## src/hw/rtl/fq_pkg.sv

```systemverilog
// Shared types, constants and helper functions for the float to uint8 quantizer.
// Used by every module under hw/rtl; depends on nothing else.
package fq_pkg;

	// Configuration register indexes.
	localparam logic CFG_SCALE      = 1'b0;
	localparam logic CFG_ZERO_POINT = 1'b1;

	// Register reset values and code limits.
	localparam logic [31:0] SCALE_RESET = 32'h3F80_0000;
	localparam logic [7:0]  CODE_MAX    = 8'd255;
	localparam logic [7:0]  CODE_MIN    = 8'd0;

	// The 26 quotient bits come two per divider stage.
	localparam int DIV_STAGES = 13;

	// Beat state while the mantissa quotient is being built.
	typedef struct packed {
		logic               fixed;       // code already known
		logic [7:0]         fixed_code;
		logic               zero;        // quotient is a signed zero
		logic               sign;
		logic signed [10:0] exp;         // exponent of sample minus scale
		logic [23:0]        mb;          // normalized scale mantissa
		logic [25:0]        rem;         // partial remainder
		logic [25:0]        quo;         // quotient bits so far
	} fq_work_t;

	// Beat state after the quotient is rounded to single precision.
	typedef struct packed {
		logic               fixed;
		logic [7:0]         fixed_code;
		logic               zero;
		logic               sign;
		logic signed [10:0] exp;         // unbiased exponent of the quotient
		logic [23:0]        sig;         // significand with hidden one
	} fq_rnd_t;

	// Leading zero count of a 24-bit mantissa with a nonzero value.
	function automatic logic [4:0] lzc24(input logic [23:0] m);
		logic [4:0] n;
		n = 5'd0;
		for (int i = 0; i < 24; i++) begin
			if (m[i]) begin
				n = 5'(23 - i);
			end
		end
		return n;
	endfunction

endpackage

```

## src/hw/rtl/float_to_uint8_affine_quantizer.sv

```systemverilog
// Top level of the float to uint8 affine quantizer: config registers and pipeline.
// Depends on fq_pkg, fq_unpack, fq_div_step, fq_round and fq_code.
//
//   channel  direction  handshake            payload
//   in       input      in_valid/in_stall    sample[31:0]
//   out      output     out_valid/out_stall  code[7:0]
//   cfg      input      cfg_we               cfg_index, cfg_data[31:0]
//
// One beat enters per cycle while in_stall is low.
// A beat passes the unpack stage, 13 divider stages of two quotient bits, rounding and output.
// Each stage holds its beat while the one after it is full and stalled.
// Reset clears the valid bits and loads scale 1.0 and zero point 0.
module float_to_uint8_affine_quantizer (
	input  logic        clk,
	input  logic        arst_n,
	input  logic        in_valid,
	output logic        in_stall,
	input  logic [31:0] sample,
	output logic        out_valid,
	input  logic        out_stall,
	output logic [7:0]  code,
	input  logic        cfg_we,
	input  logic        cfg_index,
	input  logic [31:0] cfg_data
);

	localparam int N = fq_pkg::DIV_STAGES;

	logic [31:0] scale_q;
	logic [7:0]  zero_point_q;

	fq_pkg::fq_work_t unp_c, work_s1;
	fq_pkg::fq_work_t div_c [N];
	fq_pkg::fq_work_t div_s [N];
	fq_pkg::fq_rnd_t  rnd_c, rnd_s15;
	logic [7:0]       code_c, code_s16;

	logic       v_s1, v_s15, v_s16;
	logic [N-1:0] dv_s;
	logic       en1, en15, en16;
	logic [N-1:0] den;

	// Configuration registers.
	always_ff @(posedge clk or negedge arst_n) begin
		if (!arst_n) begin
			scale_q      <= fq_pkg::SCALE_RESET;
			zero_point_q <= 8'd0;
		end else if (cfg_we) begin
			unique case (cfg_index)
				fq_pkg::CFG_SCALE:      scale_q      <= cfg_data;
				fq_pkg::CFG_ZERO_POINT: zero_point_q <= cfg_data[7:0];
				default: ;
			endcase
		end
	end

	// Stage enables: a stage loads when it is empty or its successor moves.
	assign en16 = !v_s16 || !out_stall;
	assign en15 = !v_s15 || en16;
	always_comb begin
		den[N-1] = !dv_s[N-1] || en15;
		for (int i = N - 2; i >= 0; i--) begin
			den[i] = !dv_s[i] || den[i+1];
		end
	end
	assign en1      = !v_s1 || den[0];
	assign in_stall = !en1;

	// Stage 1: unpack and normalize.
	fq_unpack u_unpack (
		.sample     (sample),
		.scale_bits (scale_q),
		.work       (unp_c)
	);

	always_ff @(posedge clk or negedge arst_n) begin
		if (!arst_n) begin
			v_s1 <= 1'b0;
		end else if (en1) begin
			v_s1 <= in_valid;
		end
	end

	always_ff @(posedge clk) begin
		if (en1) begin
			work_s1 <= unp_c;
		end
	end

	// Divider stages.
	for (genvar g = 0; g < N; g++) begin : g_div
		if (g == 0) begin : g_first
			fq_div_step u_step (.din(work_s1), .dout(div_c[g]));
		end else begin : g_next
			fq_div_step u_step (.din(div_s[g-1]), .dout(div_c[g]));
		end

		always_ff @(posedge clk or negedge arst_n) begin
			if (!arst_n) begin
				dv_s[g] <= 1'b0;
			end else if (den[g]) begin
				dv_s[g] <= (g == 0) ? v_s1 : dv_s[(g == 0) ? 0 : g-1];
			end
		end

		always_ff @(posedge clk) begin
			if (den[g]) begin
				div_s[g] <= div_c[g];
			end
		end
	end

	// Single-precision rounding of the quotient.
	fq_round u_round (.work(div_s[N-1]), .rnd(rnd_c));

	always_ff @(posedge clk or negedge arst_n) begin
		if (!arst_n) begin
			v_s15 <= 1'b0;
		end else if (en15) begin
			v_s15 <= dv_s[N-1];
		end
	end

	always_ff @(posedge clk) begin
		if (en15) begin
			rnd_s15 <= rnd_c;
		end
	end

	// Integer rounding, zero point and clamp into the output register.
	fq_code u_code (.rnd(rnd_s15), .zero_point(zero_point_q), .code(code_c));

	always_ff @(posedge clk or negedge arst_n) begin
		if (!arst_n) begin
			v_s16 <= 1'b0;
		end else if (en16) begin
			v_s16 <= v_s15;
		end
	end

	always_ff @(posedge clk) begin
		if (en16) begin
			code_s16 <= code_c;
		end
	end

	assign out_valid = v_s16;
	assign code      = code_s16;

`ifndef SYNTHESIS
	// Input backs up only when the whole pipe is full behind a stalled output.
	a_stall_full: assert property (@(posedge clk) disable iff (!arst_n)
		in_stall |-> (out_valid && out_stall && v_s1 && v_s15))
		else $error("input stalled while the pipeline has room");

	// An accepted beat lands in the first stage.
	a_accept_s1: assert property (@(posedge clk) disable iff (!arst_n)
		(in_valid && !in_stall) |=> v_s1)
		else $error("accepted beat lost at stage 1");

	// A delivered result is replaced by the rounding stage contents.
	a_out_follow: assert property (@(posedge clk) disable iff (!arst_n)
		(out_valid && !out_stall) |=> (out_valid == $past(v_s15)))
		else $error("output valid does not follow the rounding stage");
`endif

endmodule

```

## src/hw/rtl/fq_unpack.sv

```systemverilog
// Unpacks sample and scale, sorts out special operands and normalizes mantissas.
// Depends on fq_pkg.
module fq_unpack (
	input  logic [31:0]      sample,
	input  logic [31:0]      scale_bits,
	output fq_pkg::fq_work_t work
);

	logic        sa, sb;
	logic [7:0]  ea, eb;
	logic [22:0] fa, fb;
	logic        a_nan, a_inf, a_zero, b_nan, b_inf, b_zero;
	logic [4:0]  lz_a, lz_b;
	logic [23:0] ma, mb;
	logic signed [10:0] xa, xb;

	// Field split and classification.
	assign sa = sample[31];
	assign ea = sample[30:23];
	assign fa = sample[22:0];
	assign sb = scale_bits[31];
	assign eb = scale_bits[30:23];
	assign fb = scale_bits[22:0];
	assign a_nan  = (ea == 8'hFF) && (fa != 23'd0);
	assign a_inf  = (ea == 8'hFF) && (fa == 23'd0);
	assign a_zero = (ea == 8'h00) && (fa == 23'd0);
	assign b_nan  = (eb == 8'hFF) && (fb != 23'd0);
	assign b_inf  = (eb == 8'hFF) && (fb == 23'd0);
	assign b_zero = (eb == 8'h00) && (fb == 23'd0);

	// Subnormal operands are shifted up so the hidden bit is set.
	assign lz_a = fq_pkg::lzc24({1'b0, fa});
	assign lz_b = fq_pkg::lzc24({1'b0, fb});
	assign ma = (ea == 8'h00) ? ({1'b0, fa} << lz_a) : {1'b1, fa};
	assign mb = (eb == 8'h00) ? ({1'b0, fb} << lz_b) : {1'b1, fb};
	assign xa = (ea == 8'h00) ? (-11'sd126 - $signed({6'b0, lz_a}))
	                          : ($signed({3'b0, ea}) - 11'sd127);
	assign xb = (eb == 8'h00) ? (-11'sd126 - $signed({6'b0, lz_b}))
	                          : ($signed({3'b0, eb}) - 11'sd127);

	// NaN, zero scale and infinite sample fix the code; the rest go to the divider.
	always_comb begin
		work            = '0;
		work.sign       = sa ^ sb;
		work.exp        = xa - xb;
		work.mb         = mb;
		work.rem        = {2'b0, ma};
		work.fixed_code = fq_pkg::CODE_MIN;
		if (a_nan || b_nan) begin
			work.fixed = 1'b1;
		end else if (b_zero) begin
			work.fixed = 1'b1;
			if (!a_zero && !(sa ^ sb)) begin
				work.fixed_code = fq_pkg::CODE_MAX;
			end
		end else if (a_inf) begin
			work.fixed = 1'b1;
			if (!b_inf && !(sa ^ sb)) begin
				work.fixed_code = fq_pkg::CODE_MAX;
			end
		end else if (b_inf || a_zero) begin
			work.zero = 1'b1;
		end
	end

endmodule

```

## src/hw/rtl/fq_div_step.sv

```systemverilog
// One restoring divider step that yields two quotient bits of the mantissa ratio.
// Depends on fq_pkg.
module fq_div_step (
	input  fq_pkg::fq_work_t din,
	output fq_pkg::fq_work_t dout
);

	logic [25:0] mbx, r0n, r1, r1n, r2;
	logic        ge0, ge1;

	assign mbx = {2'b0, din.mb};

	// First bit: compare, subtract, shift.
	assign ge0 = din.rem >= mbx;
	assign r0n = ge0 ? (din.rem - mbx) : din.rem;
	assign r1  = {r0n[24:0], 1'b0};

	// Second bit.
	assign ge1 = r1 >= mbx;
	assign r1n = ge1 ? (r1 - mbx) : r1;
	assign r2  = {r1n[24:0], 1'b0};

	always_comb begin
		dout     = din;
		dout.rem = r2;
		dout.quo = {din.quo[23:0], ge0, ge1};
	end

endmodule

```

## src/hw/rtl/fq_round.sv

```systemverilog
// Rounds the mantissa quotient to single precision, ties to even.
// Depends on fq_pkg.
module fq_round (
	input  fq_pkg::fq_work_t work,
	output fq_pkg::fq_rnd_t  rnd
);

	logic [23:0] sig;
	logic        guard, sticky, up;
	logic [24:0] sum;
	logic signed [10:0] e;

	// Pick the 24 leading bits depending on whether the ratio is below one.
	always_comb begin
		if (work.quo[25]) begin
			sig    = work.quo[25:2];
			guard  = work.quo[1];
			sticky = work.quo[0] | (work.rem != 26'd0);
			e      = work.exp;
		end else begin
			sig    = work.quo[24:1];
			guard  = work.quo[0];
			sticky = work.rem != 26'd0;
			e      = work.exp - 11'sd1;
		end
	end

	assign up  = guard & (sticky | sig[0]);
	assign sum = {1'b0, sig} + {24'd0, up};

	// A carry out of the significand bumps the exponent.
	always_comb begin
		rnd.fixed      = work.fixed;
		rnd.fixed_code = work.fixed_code;
		rnd.zero       = work.zero;
		rnd.sign       = work.sign;
		if (sum[24]) begin
			rnd.sig = 24'h80_0000;
			rnd.exp = e + 11'sd1;
		end else begin
			rnd.sig = sum[23:0];
			rnd.exp = e;
		end
	end

endmodule

```

## src/hw/rtl/fq_code.sv

```systemverilog
// Rounds the single-precision quotient to an integer, adds the zero point, clamps.
// Depends on fq_pkg.
module fq_code (
	input  fq_pkg::fq_rnd_t rnd,
	input  logic [7:0]      zero_point,
	output logic [7:0]      code
);

	logic [3:0]  sh;
	logic [33:0] x;
	logic [9:0]  ipart;
	logic        half, rest, up;
	logic [10:0] mag;
	logic signed [11:0] sval, total;

	// Line the binary point up between bit 24 and bit 23.
	assign sh    = 4'(rnd.exp + 11'sd1);
	assign x     = {10'd0, rnd.sig} << sh;
	assign ipart = x[33:24];
	assign half  = x[23];
	assign rest  = |x[22:0];
	assign up    = half & (rest | ipart[0]);

	always_comb begin
		if (rnd.zero || (rnd.exp < -11'sd1)) begin
			mag = 11'd0;
		end else begin
			mag = {1'b0, ipart} + {10'd0, up};
		end
	end

	assign sval  = rnd.sign ? -$signed({1'b0, mag}) : $signed({1'b0, mag});
	assign total = sval + $signed({4'd0, zero_point});

	// Saturation and clamp to the code range.
	always_comb begin
		if (rnd.fixed) begin
			code = rnd.fixed_code;
		end else if (!rnd.zero && (rnd.exp > 11'sd8)) begin
			code = rnd.sign ? fq_pkg::CODE_MIN : fq_pkg::CODE_MAX;
		end else if (total < 12'sd0) begin
			code = fq_pkg::CODE_MIN;
		end else if (total > 12'sd255) begin
			code = fq_pkg::CODE_MAX;
		end else begin
			code = total[7:0];
		end
	end

endmodule
```

## config.mk

```make
export PLATFORM = sky130hd
export DESIGN_NAME = float_to_uint8_affine_quantizer
export DESIGN_NICKNAME = d
export VERILOG_FILES = /design/src/hw/rtl/fq_pkg.sv /design/src/hw/rtl/float_to_uint8_affine_quantizer.sv /design/src/hw/rtl/fq_unpack.sv /design/src/hw/rtl/fq_div_step.sv /design/src/hw/rtl/fq_round.sv /design/src/hw/rtl/fq_code.sv
export SDC_FILE = /design/constraint.sdc
export NUM_CORES = 2
export LEC_CHECK = 0
export CAP_MARGIN = 20
export CELL_PAD_IN_SITES_DETAIL_PLACEMENT = 1
export CELL_PAD_IN_SITES_GLOBAL_PLACEMENT = 1
export CORE_MARGIN = 8
export CORE_UTILIZATION = 57
export CTS_CLUSTER_DIAMETER = 50
export CTS_CLUSTER_SIZE = 14
export DETAILED_ROUTE_END_ITERATION = 10
export DONT_BUFFER_PORTS = 1
export MAX_ROUTING_LAYER = met4
export PLACE_DENSITY_LB_ADDON = 0.1
export SLEW_MARGIN = 20
export SYNTH_ARGS = -nofsm -noshare
export SYNTH_HDL_FRONTEND = slang
export SYNTH_SLANG_ARGS = --single-unit
```

## constraint.sdc

```tcl
create_clock -name clk -period 23.7 [get_ports clk]
set_input_delay 3.555 -clock clk [delete_from_list [all_inputs] [get_ports clk]]
set_output_delay 3.555 -clock clk [all_outputs]
set_load 0.02 [all_outputs]
```

==> impl_results.rst <==
.. list-table::
   :header-rows: 1

   * - Metric
     - Value
   * - First-pass GRT wire length
     - about 350000 um
   * - Number of antenna violations at the first check in global routing
     - 3
   * - Minimum hold slack
     - between 0.4 and 0.5 ns
   * - Kind of start point of the critical path
     - input pin
   * - Layout area overhead
     - 9.03%
   * - Highest fanout seen on the critical path
     - 65
   * - Mean number of vias per cell
     - slightly above 6
   * - Min cycle time layout
     - about 11 ns
   * - Status
     - finished, final reports clean
   * - Class of the tightest hold or removal check
     - flip-flop to flip-flop
   * - Drt wl/cell
     - approximately 24 um
   * - Placement Rows
     - 135
   * - Number of maximum-capacitance constraint violations
     - 0
   * - Multi-input gate area
     - ~40000 um^2
   * - Total negative setup slack
     - 0 ns
   * - Worst rel slew slack
     - 0.281
   * - Clock transition time at the flip-flop clock pins of the worst setup and hold paths
     - 0.07 ns
   * - Number of gates resized after CTS
     - 0
   * - Pin count of the biggest net entering global routing
     - 81
   * - WL final
     - between 200000 and 250000 um
   * - Height of the chip
     - a little under 400 um
   * - Number of pins exceeding their max-slew limit in the final report
     - 0
   * - Required time of the critical path
     - between 20 and 25 ns
   * - Arrival time of data at the critical path endpoint
     - around 7.1 ns
   * - Clock sinks
     - roughly 1200
   * - Total number of yosys warnings
     - 0
   * - Total CTS buffers
     - roughly 140
   * - Library cell appearing most often on the critical path
     - and3_1
   * - Total Nets Final
     - about 8000
   * - Total half-perimeter wirelength after legalization and detailed placement
     - 169000 um
   * - Clock latency of the later-clocked register in the worst-skew pair
     - 0.80 ns
   * - CTS tree
     - yes
   * - Seq cells post-synth
     - roughly 1200
   * - Total congestion overflow
     - 0
   * - Number of placed instances with taps included
     - 9089
   * - Width of the die
     - about 390 um
   * - Global router's overall resource usage
     - 0.303
   * - Count of flip-flops with a built-in enable after synthesis
     - between 1000 and 1500
   * - Number of iterations in the first detailed-routing pass
     - 6
   * - Vias in the first global route
     - 61800
   * - Highest attainable clock frequency
     - 93.6 MHz
   * - Starting Density
     - 0.574
   * - Port Buffers
     - 0
   * - Share of post-route cells with drive strength above 1
     - 0.112
   * - Number of setup buffers added after CTS
     - 0
   * - Clock buffer depth
     - 3
   * - Fin. Hold Viols
     - 0
   * - Layout Skew
     - between 0.03 and 0.04 ns
   * - Final period utilization
     - 0.451
   * - DRC violation total after the first TritonRoute iteration
     - ~3700
   * - Number of placed I/O pins
     - 80
   * - Setup repair after global routing missed its margin
     - no
   * - Setup Crit Path Kind
     - input pin to primary output
   * - Combined area of all synthesized cells
     - just under 80000 um^2
   * - Fraction of registers with async set/reset
     - 0.0484
   * - Critical-path top delay cell
     - buf_4
   * - FF/Latch Area
     - 34400 um^2
   * - Core Footprint
     - ~140000 um^2
   * - Hold-fix buffers, CTS
     - 0
   * - Sequential share of the synthesized area
     - 0.442
   * - Yosys cell types
     - just over 90
   * - Syn Area/Cell
     - ~10 um^2
   * - Critical-path cell list
     - and3_1 > inv_1 > buf_4 > nor2_1 > and2_1 > and3_1 > and3_1 > nand3_4 > nor2_1 > nand4_1 > buf_4 > inv_1
   * - Syn Inst Count
     - roughly 7400
   * - Max incr delay on CP
     - around 0.41 ns
   * - Filler Cells Inserted
     - ~14000
   * - DRT antenna net count
     - 0
   * - Final standard cell count with taps included and fillers excluded
     - ~9300
   * - Tightest Pin Transition
     - about 1.1 ns
   * - Kind of end point of the critical path
     - primary output
   * - Primary FF master, synth
     - edfxtp_1
   * - Cell chosen for the clock root
     - clkbuf_16
   * - Number of vias in the routed layout
     - roughly 58000
   * - Total setup violations reported at the end of the flow
     - 0
   * - Net Count, Synth
     - between 8000 and 9000
   * - CTS H-tree depth
     - 4
   * - Routability Congestion
     - between 0.8 and 0.9
   * - Residual DRC
     - 0
   * - Total Die Area
     - between 100000 and 150000 um^2
## state kept, by name, summed over array words and instances, names as in the netlist
signal	flops
dv_s	13
out_valid	1
v_s1	1
scale_q	32
div_s	990
zero_point_q	8
rnd_s15	39
code	8
v_s15	1
work_s1	63
## through the flow
stage | cell area, um^2 | utilization | worst slack (ns)
after floorplan | 77900 | - | 9.92
after global placement | 80000 | 0.590 | 13.31
after detailed placement | 80000 | 0.590 | 13.07
after CTS | 84900 | 0.626 | 12.98
after global routing | 84900 | 0.626 | 12.78
final | 84900 | 0.626 | 13.02
## cell usage after synthesis, types with 56 or more instances
| library cell | number | area share |
|---|---|---|
| a211oi_1 | 56 | 0.0054 |
| a21o_1 | 285 | 0.027 |
| a21oi_1 | 602 | 0.039 |
| a31oi_1 | 58 | 0.0047 |
| and3_1 | 59 | 0.0047 |
| clkbuf_1 | 125 | 0.0060 |
| edfxtp_1 | 1100 | 0.42 |
| ha_1 | 644 | 0.10 |
| inv_1 | 549 | 0.026 |
| mux2_2 | 423 | 0.061 |
| mux2i_1 | 122 | 0.016 |
| nand2_1 | 511 | 0.025 |
| nand2b_1 | 91 | 0.0073 |
| nand3_1 | 118 | 0.0076 |
| nand4_1 | 76 | 0.0061 |
| nor2_1 | 478 | 0.023 |
| nor2b_1 | 86 | 0.0069 |
| nor3_1 | 125 | 0.0080 |
| o21a_1 | 77 | 0.0074 |
| o21ai_0 | 430 | 0.028 |
| o21bai_1 | 105 | 0.010 |
| xnor2_1 | 402 | 0.045 |
| xor2_1 | 198 | 0.022 |
## cell families after synthesis
group,count (synthesis),share of synthesized area
AO/OA/AOI/OAI,1958,0.159
buffers and inverters,722,0.0353
adder cells (fa/ha/maj),660,0.108
XOR/XNOR,601,0.0677
AND/OR/NAND/NOR,1761,0.107
multiplexers,561,0.0815
flip-flops,1156,0.442
## area by class of cell
cell class | count | area share
clock buffer | 153 | 0.0421
sequential | 1156 | 0.406
timing repair buffer | 55 | 0.00486
inverter | 556 | 0.0246
tap | 1781 | 0.0262
multi-input combinational | 5541 | 0.481
clock inverter | 98 | 0.0156
antenna | 2 | 0.0000589
## worst max-delay path: cells and delay by family
family,cells,cell delay (ns)
buffers and inverters,4,1.11
and+or+nand+nor,8,2.41
## cells in the final DEF (no fill, tap or decap), types with 285 or more instances in the layout
cell type / instances
o21ai_0: 429
inv_1: 544
a21o_1: 285
nor2_1: 476
edfxtp_1: 1100
a21oi_1: 602
xnor2_1: 402
ha_1: 644
mux2_2: 423
nand2_1: 506
## path summary, 6_finish.rpt
path	start	to	slack, ns	cells after the start
max in group asynchronous	arst_n	scale_q[29]	21.05	0
worst max register to register	div_s[0][633]	div_s[0][706]	15.07	27
worst max-delay path	out_stall	in_stall	13.02	12
worst min register to register	div_s[1][8]	div_s[1][107]	0.41	0
worst min-delay path	div_s[1][8]	div_s[1][107]	0.41	0
min in group asynchronous	arst_n	scale_q[4]	2.46	0
## routing by layer
metal,up-vias,GRT usage,wire length (um),part of all wire
met4,0,0.0925,7130,0.032
met5,-,-,0,0
met2,1317,0.520,111000,0.50
met1,29100,0.378,96200,0.43
li1,27500,-,-,-
met3,407,0.0332,8300,0.037
Power is not shown: default switching activity piles up to over one toggle a cycle in this logic, so the estimate is an artifact.
